### src/sv/pfd_pkg.sv
// Shared types and constants of the position frame deframer.
// Used by pfd_cell, pfd_matcher and position_frame_deframer; no dependencies.
`default_nettype none

package pfd_pkg;

  localparam int BYTE_W        = 8;
  localparam int WORD_W        = 32;
  localparam int NUM_WORDS     = 6;
  localparam int PAYLOAD_BYTES = 24;
  localparam int CHECK_BYTES   = 2;
  localparam int CNT_W         = 5;
  localparam int OUT_W         = NUM_WORDS * WORD_W;

  localparam logic [BYTE_W-1:0] FRAME_ID_BYTE  = 8'h01;
  localparam logic [BYTE_W-1:0] FRAME_LEN_BYTE = 8'h18;

  localparam logic [CNT_W-1:0] PAYLOAD_LAST = CNT_W'(PAYLOAD_BYTES - 1);
  localparam logic [CNT_W-1:0] CHECK_LAST   = CNT_W'(CHECK_BYTES - 1);

  // Configuration register indexes
  typedef enum logic [1:0] {
    CFG_HEAD_FIRST  = 2'd0,
    CFG_HEAD_SECOND = 2'd1,
    CFG_TAIL_FIRST  = 2'd2,
    CFG_TAIL_SECOND = 2'd3
  } cfg_idx_t;

  // Frame matcher phases
  typedef enum logic [7:0] {
    PH_HEAD0   = 8'b0000_0001,
    PH_HEAD1   = 8'b0000_0010,
    PH_ID      = 8'b0000_0100,
    PH_LEN     = 8'b0000_1000,
    PH_PAYLOAD = 8'b0001_0000,
    PH_CHECK   = 8'b0010_0000,
    PH_TAIL0   = 8'b0100_0000,
    PH_TAIL1   = 8'b1000_0000
  } phase_t;

  typedef struct packed {
    logic [BYTE_W-1:0] head_first;
    logic [BYTE_W-1:0] head_second;
    logic [BYTE_W-1:0] tail_first;
    logic [BYTE_W-1:0] tail_second;
  } match_cfg_t;

  typedef struct packed {
    logic shift_en;
    logic emit;
  } match_ctl_t;

endpackage

`default_nettype wire

### src/sv/pfd_cell.sv
// One byte cell of the payload shift chain.
// Depends on pfd_pkg.
`default_nettype none

module pfd_cell
  import pfd_pkg::*;
(
  input  wire logic              clk,
  input  wire logic              shift_en,
  input  wire logic [BYTE_W-1:0] d_in,
  output logic      [BYTE_W-1:0] q
);

  logic [BYTE_W-1:0] byte_r;
  logic [BYTE_W-1:0] byte_nxt;

  // advance on shift, hold otherwise
  assign byte_nxt = shift_en ? d_in : byte_r;

  always_ff @(posedge clk) begin
    byte_r <= byte_nxt;
  end

  assign q = byte_r;

endmodule

`default_nettype wire

### src/sv/pfd_matcher.sv
// Eight-phase frame matcher: header, id, length, payload, check, tail.
// Depends on pfd_pkg.
`default_nettype none

module pfd_matcher
  import pfd_pkg::*;
(
  input  wire logic              clk,
  input  wire logic              rst_n,
  input  wire logic              byte_acc,
  input  wire logic [BYTE_W-1:0] rx_byte,
  input  wire match_cfg_t        cfg,
  output match_ctl_t             ctl,
  output logic                   tail_wait
);

  phase_t           phase_r, phase_nxt;
  logic [CNT_W-1:0] cnt_r, cnt_nxt;

  // next accepted byte is the second tail byte and may emit a result
  assign tail_wait = (phase_r == PH_TAIL1);

  always_comb begin
    phase_nxt    = phase_r;
    cnt_nxt      = cnt_r;
    ctl.shift_en = 1'b0;
    ctl.emit     = 1'b0;
    if (byte_acc) begin
      case (phase_r)
        PH_HEAD0: begin
          phase_nxt = (rx_byte == cfg.head_first) ? PH_HEAD1 : PH_HEAD0;
        end
        PH_HEAD1: begin
          phase_nxt = (rx_byte == cfg.head_second) ? PH_ID : PH_HEAD0;
        end
        PH_ID: begin
          phase_nxt = (rx_byte == FRAME_ID_BYTE) ? PH_LEN : PH_HEAD0;
        end
        PH_LEN: begin
          phase_nxt = (rx_byte == FRAME_LEN_BYTE) ? PH_PAYLOAD : PH_HEAD0;
          cnt_nxt   = '0;
        end
        PH_PAYLOAD: begin
          ctl.shift_en = 1'b1;
          if (cnt_r == PAYLOAD_LAST) begin
            cnt_nxt   = '0;
            phase_nxt = PH_CHECK;
          end else begin
            cnt_nxt = cnt_r + CNT_W'(1);
          end
        end
        PH_CHECK: begin
          // skip check bytes unverified
          if (cnt_r == CHECK_LAST) begin
            cnt_nxt   = '0;
            phase_nxt = PH_TAIL0;
          end else begin
            cnt_nxt = cnt_r + CNT_W'(1);
          end
        end
        PH_TAIL0: begin
          phase_nxt = (rx_byte == cfg.tail_first) ? PH_TAIL1 : PH_HEAD0;
        end
        PH_TAIL1: begin
          cnt_nxt   = '0;
          phase_nxt = PH_HEAD0;
          ctl.emit  = (rx_byte == cfg.tail_second);
        end
        default: begin
          phase_nxt = PH_HEAD0;
          cnt_nxt   = '0;
        end
      endcase
    end
  end

  always_ff @(posedge clk) begin
    if (!rst_n) begin
      phase_r <= PH_HEAD0;
      cnt_r   <= '0;
    end else begin
      phase_r <= phase_nxt;
      cnt_r   <= cnt_nxt;
    end
  end

  a_cnt_range: assert property (@(posedge clk) disable iff (!rst_n)
    cnt_r <= PAYLOAD_LAST)
    else $error("byte counter beyond payload length");

  a_payload_done: assert property (@(posedge clk) disable iff (!rst_n)
    (byte_acc && phase_r == PH_PAYLOAD && cnt_r == PAYLOAD_LAST) |=> phase_r == PH_CHECK)
    else $error("payload end did not move to check bytes");

  a_emit_restart: assert property (@(posedge clk) disable iff (!rst_n)
    ctl.emit |=> (phase_r == PH_HEAD0 && cnt_r == '0))
    else $error("matcher did not restart after a frame");

endmodule

`default_nettype wire

### src/sv/position_frame_deframer.sv
// Top level of the position frame deframer: config registers, cell chain, output register.
// Depends on pfd_pkg, pfd_cell and pfd_matcher.
`default_nettype none

// Position frame deframer. Feed one received serial byte per request on in_*;
// the block matches frames of the form header byte 0, header byte 1, id 0x01,
// length 0x18, 24 payload bytes, 2 check bytes (skipped, not verified), tail
// byte 0, tail byte 1. A byte that fails a match drops the frame and is consumed
// without being tried as a new header. On a matching second tail byte one result
// request carries the six little-endian 32-bit payload words. The matcher
// acts on each accepted byte and payload bytes enter a chain of 24 byte
// cells that shifts one place per payload byte, so a byte is taken every cycle
// while in_tready is high. A finished result is held in an output register and
// appears in the cycle after its last byte is accepted. Input bytes keep flowing
// while it waits; only when the matcher expects a second tail byte, which could
// bring a new result, does in_tready drop until out_tready takes the old one.
// Header and tail values must be written through cfg_* only while the block is
// idle, which the block itself does not enforce; all four reset to zero.

module position_frame_deframer
  import pfd_pkg::*;
(
  input  wire logic              clk,
  input  wire logic              rst_n,
  // configuration write port
  input  wire logic              cfg_we,
  input  wire logic [1:0]        cfg_index,
  input  wire logic [BYTE_W-1:0] cfg_wdata,
  // received bytes
  input  wire logic              in_tvalid,
  output logic                   in_tready,
  input  wire logic [BYTE_W-1:0] in_tdata,   // [7:0] rx_byte
  // decoded frames
  output logic                   out_tvalid,
  input  wire logic              out_tready,
  // [31:0] pos_x_bits, [63:32] pos_y_bits, [95:64] yaw_angle_bits,
  // [127:96] yaw_rate_bits, [159:128] speed_y_bits, [191:160] spare_word_bits
  output logic      [OUT_W-1:0]  out_tdata
);

  match_cfg_t cfg_r, cfg_nxt;
  match_ctl_t ctl;
  logic       byte_acc;
  logic       tail_wait;

  logic             out_valid_r, out_valid_nxt;
  logic [OUT_W-1:0] out_data_r, out_data_nxt;

  logic [BYTE_W-1:0] cell_q [PAYLOAD_BYTES];
  logic [OUT_W-1:0]  payload_flat;

  // Config registers
  always_comb begin
    cfg_nxt = cfg_r;
    if (cfg_we) begin
      case (cfg_idx_t'(cfg_index))
        CFG_HEAD_FIRST:  cfg_nxt.head_first  = cfg_wdata;
        CFG_HEAD_SECOND: cfg_nxt.head_second = cfg_wdata;
        CFG_TAIL_FIRST:  cfg_nxt.tail_first  = cfg_wdata;
        CFG_TAIL_SECOND: cfg_nxt.tail_second = cfg_wdata;
        default:         cfg_nxt = cfg_r;
      endcase
    end
  end

  always_ff @(posedge clk) begin
    if (!rst_n) begin
      cfg_r <= '0;
    end else begin
      cfg_r <= cfg_nxt;
    end
  end

  // Hold the second tail byte while a held result is still waiting to be taken
  assign in_tready = !(out_valid_r && !out_tready && tail_wait);
  assign byte_acc  = in_tvalid && in_tready;

  pfd_matcher u_matcher (
    .clk       (clk),
    .rst_n     (rst_n),
    .byte_acc  (byte_acc),
    .rx_byte   (in_tdata),
    .cfg       (cfg_r),
    .ctl       (ctl),
    .tail_wait (tail_wait)
  );

  // Cell chain: new byte enters the top cell, older bytes move down one place.
  // After 24 payload bytes cell j holds payload byte j.
  for (genvar i = 0; i < PAYLOAD_BYTES; i++) begin : g_cell
    logic [BYTE_W-1:0] d_in;
    if (i == PAYLOAD_BYTES - 1) begin : g_top
      assign d_in = in_tdata;
    end else begin : g_mid
      assign d_in = cell_q[i+1];
    end
    pfd_cell u_cell (
      .clk      (clk),
      .shift_en (ctl.shift_en),
      .d_in     (d_in),
      .q        (cell_q[i])
    );
    assign payload_flat[i*BYTE_W +: BYTE_W] = cell_q[i];
  end

  // Output register: load on emit, drop valid once taken
  always_comb begin
    out_valid_nxt = out_valid_r;
    out_data_nxt  = out_data_r;
    if (out_valid_r && out_tready) begin
      out_valid_nxt = 1'b0;
    end
    if (ctl.emit) begin
      out_valid_nxt = 1'b1;
      out_data_nxt  = payload_flat;
    end
  end

  always_ff @(posedge clk) begin
    if (!rst_n) begin
      out_valid_r <= 1'b0;
    end else begin
      out_valid_r <= out_valid_nxt;
    end
  end

  always_ff @(posedge clk) begin
    out_data_r <= out_data_nxt;
  end

  assign out_tvalid = out_valid_r;
  assign out_tdata  = out_data_r;

  a_rise_from_emit: assert property (@(posedge clk) disable iff (!rst_n)
    $rose(out_valid_r) |-> $past(ctl.emit))
    else $error("result appeared without a matched frame");

  a_no_overwrite: assert property (@(posedge clk) disable iff (!rst_n)
    (out_valid_r && !out_tready) |-> !ctl.emit)
    else $error("pending result overwritten");

  a_emit_loads: assert property (@(posedge clk) disable iff (!rst_n)
    ctl.emit |=> (out_valid_r && out_data_r == $past(payload_flat)))
    else $error("emitted frame not loaded into output register");

endmodule

`default_nettype wire
### config.mk
export PLATFORM = sky130hd
export DESIGN_NAME = position_frame_deframer
export DESIGN_NICKNAME = d
export VERILOG_FILES = /design/src/sv/pfd_pkg.sv /design/src/sv/pfd_cell.sv /design/src/sv/pfd_matcher.sv /design/src/sv/position_frame_deframer.sv
export SDC_FILE = /design/constraint.sdc
export NUM_CORES = 1
export LEC_CHECK = 0
export BUFFER_PORTS_ARGS = -buffer_cell sky130_fd_sc_hd__buf_4
export CORE_AREA = 5 5 201 300
export CTS_BUF_LIST = sky130_fd_sc_hd__clkbuf_2
export CTS_CLUSTER_DIAMETER = 50
export CTS_CLUSTER_SIZE = 10
export DETAILED_ROUTE_END_ITERATION = 7
export DIE_AREA = 0 0 206 305
export GPL_TIMING_DRIVEN = 0
export HOLD_SLACK_MARGIN = 0.15
export PLACE_DENSITY = 0.42
export SETUP_SLACK_MARGIN = 0.05
export SLEW_MARGIN = 10
export SYNTH_ARGS = -nofsm -noshare
export SYNTH_HDL_FRONTEND = slang
export SYNTH_HIERARCHICAL = 1
export SYNTH_SLANG_ARGS = --single-unit
### constraint.sdc
create_clock -name clk -period 11.8 [get_ports clk]
set_input_delay 1.77 -clock clk [delete_from_list [all_inputs] [get_ports clk]]
set_output_delay 1.77 -clock clk [all_outputs]
set_load 0.01 [all_outputs]
==> flow_metrics.env <==
export IMPL_grt_setup_unrepaired="false"
export IMPL_power_combinational_fraction_pct=1.7
export IMPL_avgViaCountPerCell=3.83
export IMPL_max_clock_freq_mhz=241
export IMPL_stdcell_area_sq_mm=0.0174
export IMPL_power_switching_mw=0.527
export IMPL_cts_buffers_inserted=54
export IMPL_floorplan_io_pins=217
export IMPL_root_buffer="sky130_fd_sc_hd__clkbuf_2"
export IMPL_layout_min_cycle_time_ns=4.16
export IMPL_grt_overflow_total=0
export IMPL_syn_avg_cell_area_sq_um=21.0
export IMPL_grtUsageTotal_pct=9.02
export IMPL_worstSetupEndpoint="in_tready"
export IMPL_relative_slew_slack_pct=50.2
export IMPL_seqCellArea_sq_mm=0.0125
export IMPL_routed_wirelength_microns=29100
export IMPL_worst_setup_path_startpoint="u_matcher/phase_r[1]$_SDFFE_PN0P_"
export IMPL_place_hpwl_microns=19100
export IMPL_cts_hold_buf=0
export IMPL_maximum_net_fanout_on_the_critical_path=10
export IMPL_total_leakage_power_nw=6.00
export IMPL_final_layout_size_suffix_gt1_share_pct=33.1
export IMPL_p_per_area_mw_per_mm2=136
export IMPL_placement_io_buffers=216
export IMPL_pre_cts_slack_ns=6.75
export IMPL_row_cnt=108
export IMPL_via_count=6714
export IMPL_cts_tree="done"
export IMPL_htree_levels=2
export IMPL_drtAntennaViolNets=0
export IMPL_start_util_pct=24.7
export IMPL_count_of_distinct_cell_types_in_the_synthesized_netlist=50
export IMPL_tightest_slew_ns=0.740
export IMPL_global_route_wire_length_before_repair_microns=43600
export IMPL_final_setup_viol_count=0
export IMPL_die_area_sq_mm=0.0628
export IMPL_core_sq_mm=0.0574
export IMPL_final_net_count=978
export IMPL_routabilityCongestion=0.749
export IMPL_vdd_ir_drop_worst_mv=0.0600
export IMPL_cts_path_max_buffers=3
export IMPL_cts_clock_pin_slew_for_the_worst_setup_and_hold_paths_ns=0.18
export IMPL_skew_ns=0.0772
export IMPL_placed_area_sq_mm=0.0169
export IMPL_1st_iter_drt_viols=179
export IMPL_die_width_microns=206
export IMPL_drc=0
export IMPL_timing_critical_path_arrival_ns=2.39
export IMPL_post_cts_buffers=0
export IMPL_post_route_period_util_pct=35.2
export IMPL_maxSlewViolCount=0
export IMPL_synth_edf_count=384
export IMPL_post_cts_resized_instances=0
export IMPL_clock_power_share_pct=29.0
export IMPL_multi_input_area_sq_mm=0.00160
export IMPL_finalHoldViolCount=0
export IMPL_gate_count_post_synth=675
export IMPL_sw_ratio_pct=22.3
export IMPL_path_class="flop to output pin"
export IMPL_final_common_cell="sky130_fd_sc_hd__edfxtp_1"
export IMPL_worst_hold_path_type="flop to flop"
export IMPL_synthesis_nets=700
export IMPL_timing_rr_end="out_tdata[18]$_DFFE_PP_"
export IMPL_internal_power_mw=1.84
export IMPL_synthArstFlopShare_pct=0
export IMPL_critical_path_required_ns=10.03
export IMPL_critical_path_startpoint_type="flop"
export IMPL_clkSinkCount=430
export IMPL_endpoint_kind="output pin"
export IMPL_chipHeight_microns=305
export IMPL_ff2ff_path_depth=8
export IMPL_final_cell_mix="sky130_fd_sc_hd__edfxtp_1 (384), sky130_fd_sc_hd__buf_4 (217), sky130_fd_sc_hd__clkbuf_2 (68)"
export IMPL_ys_warnings_count=6
export IMPL_hold_path_startpoint="g_cell[0].u_cell/q[6]$_DFFE_PP_"
export IMPL_final_setup_worst_slack_ns=7.64
export IMPL_rr_startpoint="u_matcher/phase_r[4]$_SDFFE_PN0P_"
export IMPL_totalNegativeSetupSlack_ns=0
export IMPL_clkLatencyLatePin_ns=0.97
export IMPL_status="finished, final reports clean"
export IMPL_setup_reg_to_reg_worst_slack_ns=8.34
export IMPL_first_global_vias=7084
export IMPL_post_drt_wl_per_cell_microns=16.6
export IMPL_nFillCells=5674
export IMPL_area_delta_synth_final_pct=22.6
export IMPL_synthesis_area_sq_mm=0.0142
export IMPL_seqPwrFrac_pct=69.3
export IMPL_yosysSeqAreaShare_pct=87.8
export IMPL_dominantRegCellSynth="sky130_fd_sc_hd__edfxtp_1"
export IMPL_synth_ff_latch_count=430
export IMPL_grt_max_degree=57
export IMPL_detailedRoute_firstPassIterationCount=5
export IMPL_grt_antenna_before_repair=1
export IMPL_max_cap_violations=0
## per-layer routing
metal / track usage [%] / part of all wire (%)
met5: 0 / 0
met4: 3.72 / 3.6
met1: 10.7 / 40
met2: 14.9 / 49
met3: 3.17 / 8.2
## metrics by stage
step | power [mW] | util, % | cells | hold slack, ns
finish | 2.36 | 30.3 | 1751 | 0.422
global route | 2.50 | 30.3 | 1751 | 0.447
CTS | 2.44 | 30.3 | 1750 | 0.428
detailed placement | 1.71 | 29.5 | 1667 | 0.407
global placement | 1.71 | 29.2 | 1661 | 0.403
floorplan | 1.69 | - | 675 | 0.400
## power groups by stage
| stage | sequential (mW) | combinational (mW) | clock [mW] |
|---|---|---|---|
| floorplan | 1.67 | 0.0236 | 0 |
| global placement | 1.67 | 0.0402 | 0 |
| detailed placement | 1.67 | 0.0404 | 0 |
| CTS | 1.64 | 0.0404 | 0.758 |
| global route | 1.64 | 0.0428 | 0.816 |
| finish | 1.64 | 0.0394 | 0.686 |
## how the worst min path moves through the flow
stage,to,slack [ns],depth (start not counted)
2_1_floorplan,out_tdata[0]$_DFFE_PP_,0.40,0
3_3_place_gp,out_tdata[2]$_DFFE_PP_,0.40,0
3_5_place_dp,out_tdata[5]$_DFFE_PP_,0.41,0
4_1_cts,out_tdata[6]$_DFFE_PP_,0.43,0
5_1_grt,g_cell[8].u_cell/q[3]$_DFFE_PP_,0.45,0
6_report,out_tdata[6]$_DFFE_PP_,0.42,0
## flip-flops by register name (all words and copies together) (netlist names)
register / flops
cfg_r: 32
out_tvalid: 1
out_tdata: 192
u_matcher/cnt_r: 5
u_matcher/phase_r: 8
g_cell.u_cell/q: 192
## Yosys cell counts (all sizes together), types with 9 or more instances
| library cell | count | share of area [%] |
|---|---|---|
| edfxtp | 384 | 81 |
| nand2 | 47 | 1.3 |
| dfxtp | 46 | 6.5 |
| mux2i | 36 | 2.5 |
| xnor2 | 21 | 1.3 |
| xor2 | 12 | 0.74 |
| clkbuf | 11 | 0.29 |
| nor2 | 11 | 0.31 |
| nor2b | 10 | 0.44 |
| a21boi | 9 | 0.50 |
| buf | 9 | 0.51 |
| nor4 | 9 | 0.50 |
## critical path: stages (launching register included)
cell and delay, ns:
sky130_fd_sc_hd__dfxtp_1 0.33, sky130_fd_sc_hd__buf_4 0.17, sky130_fd_sc_hd__nor3_1 0.37, sky130_fd_sc_hd__and4_1 0.32
sky130_fd_sc_hd__nand3b_1 0.12, sky130_fd_sc_hd__buf_4 0.16
## layout make-up
cell class / count / area share (%)
multi-input combinational: 222 / 9.20
buffer: 21 / 0.705
sequential: 430 / 71.6
clock inverter: 15 / 0.640
inverter: 2 / 0.0432
clock buffer: 68 / 1.96
antenna: 1 / 0.0144
timing repair buffer: 222 / 10.3
tap: 770 / 5.54
## kinds of logic (layout without fill, tap and decap cells)
logic type	after synthesis	in the layout	synth area share [%]
flip-flops	430	430	87.8
buffers and inverters	23	328	0.918
adder cells (fa/ha/maj)	2	2	0.176
other	0	1	0
XOR/XNOR	33	33	2.04
AND/OR/NAND/NOR	120	120	4.72
AO/OA/AOI/OAI	31	31	1.77
multiplexers	36	36	2.54
No activity file was read; power rests on OpenSTA's default activity.
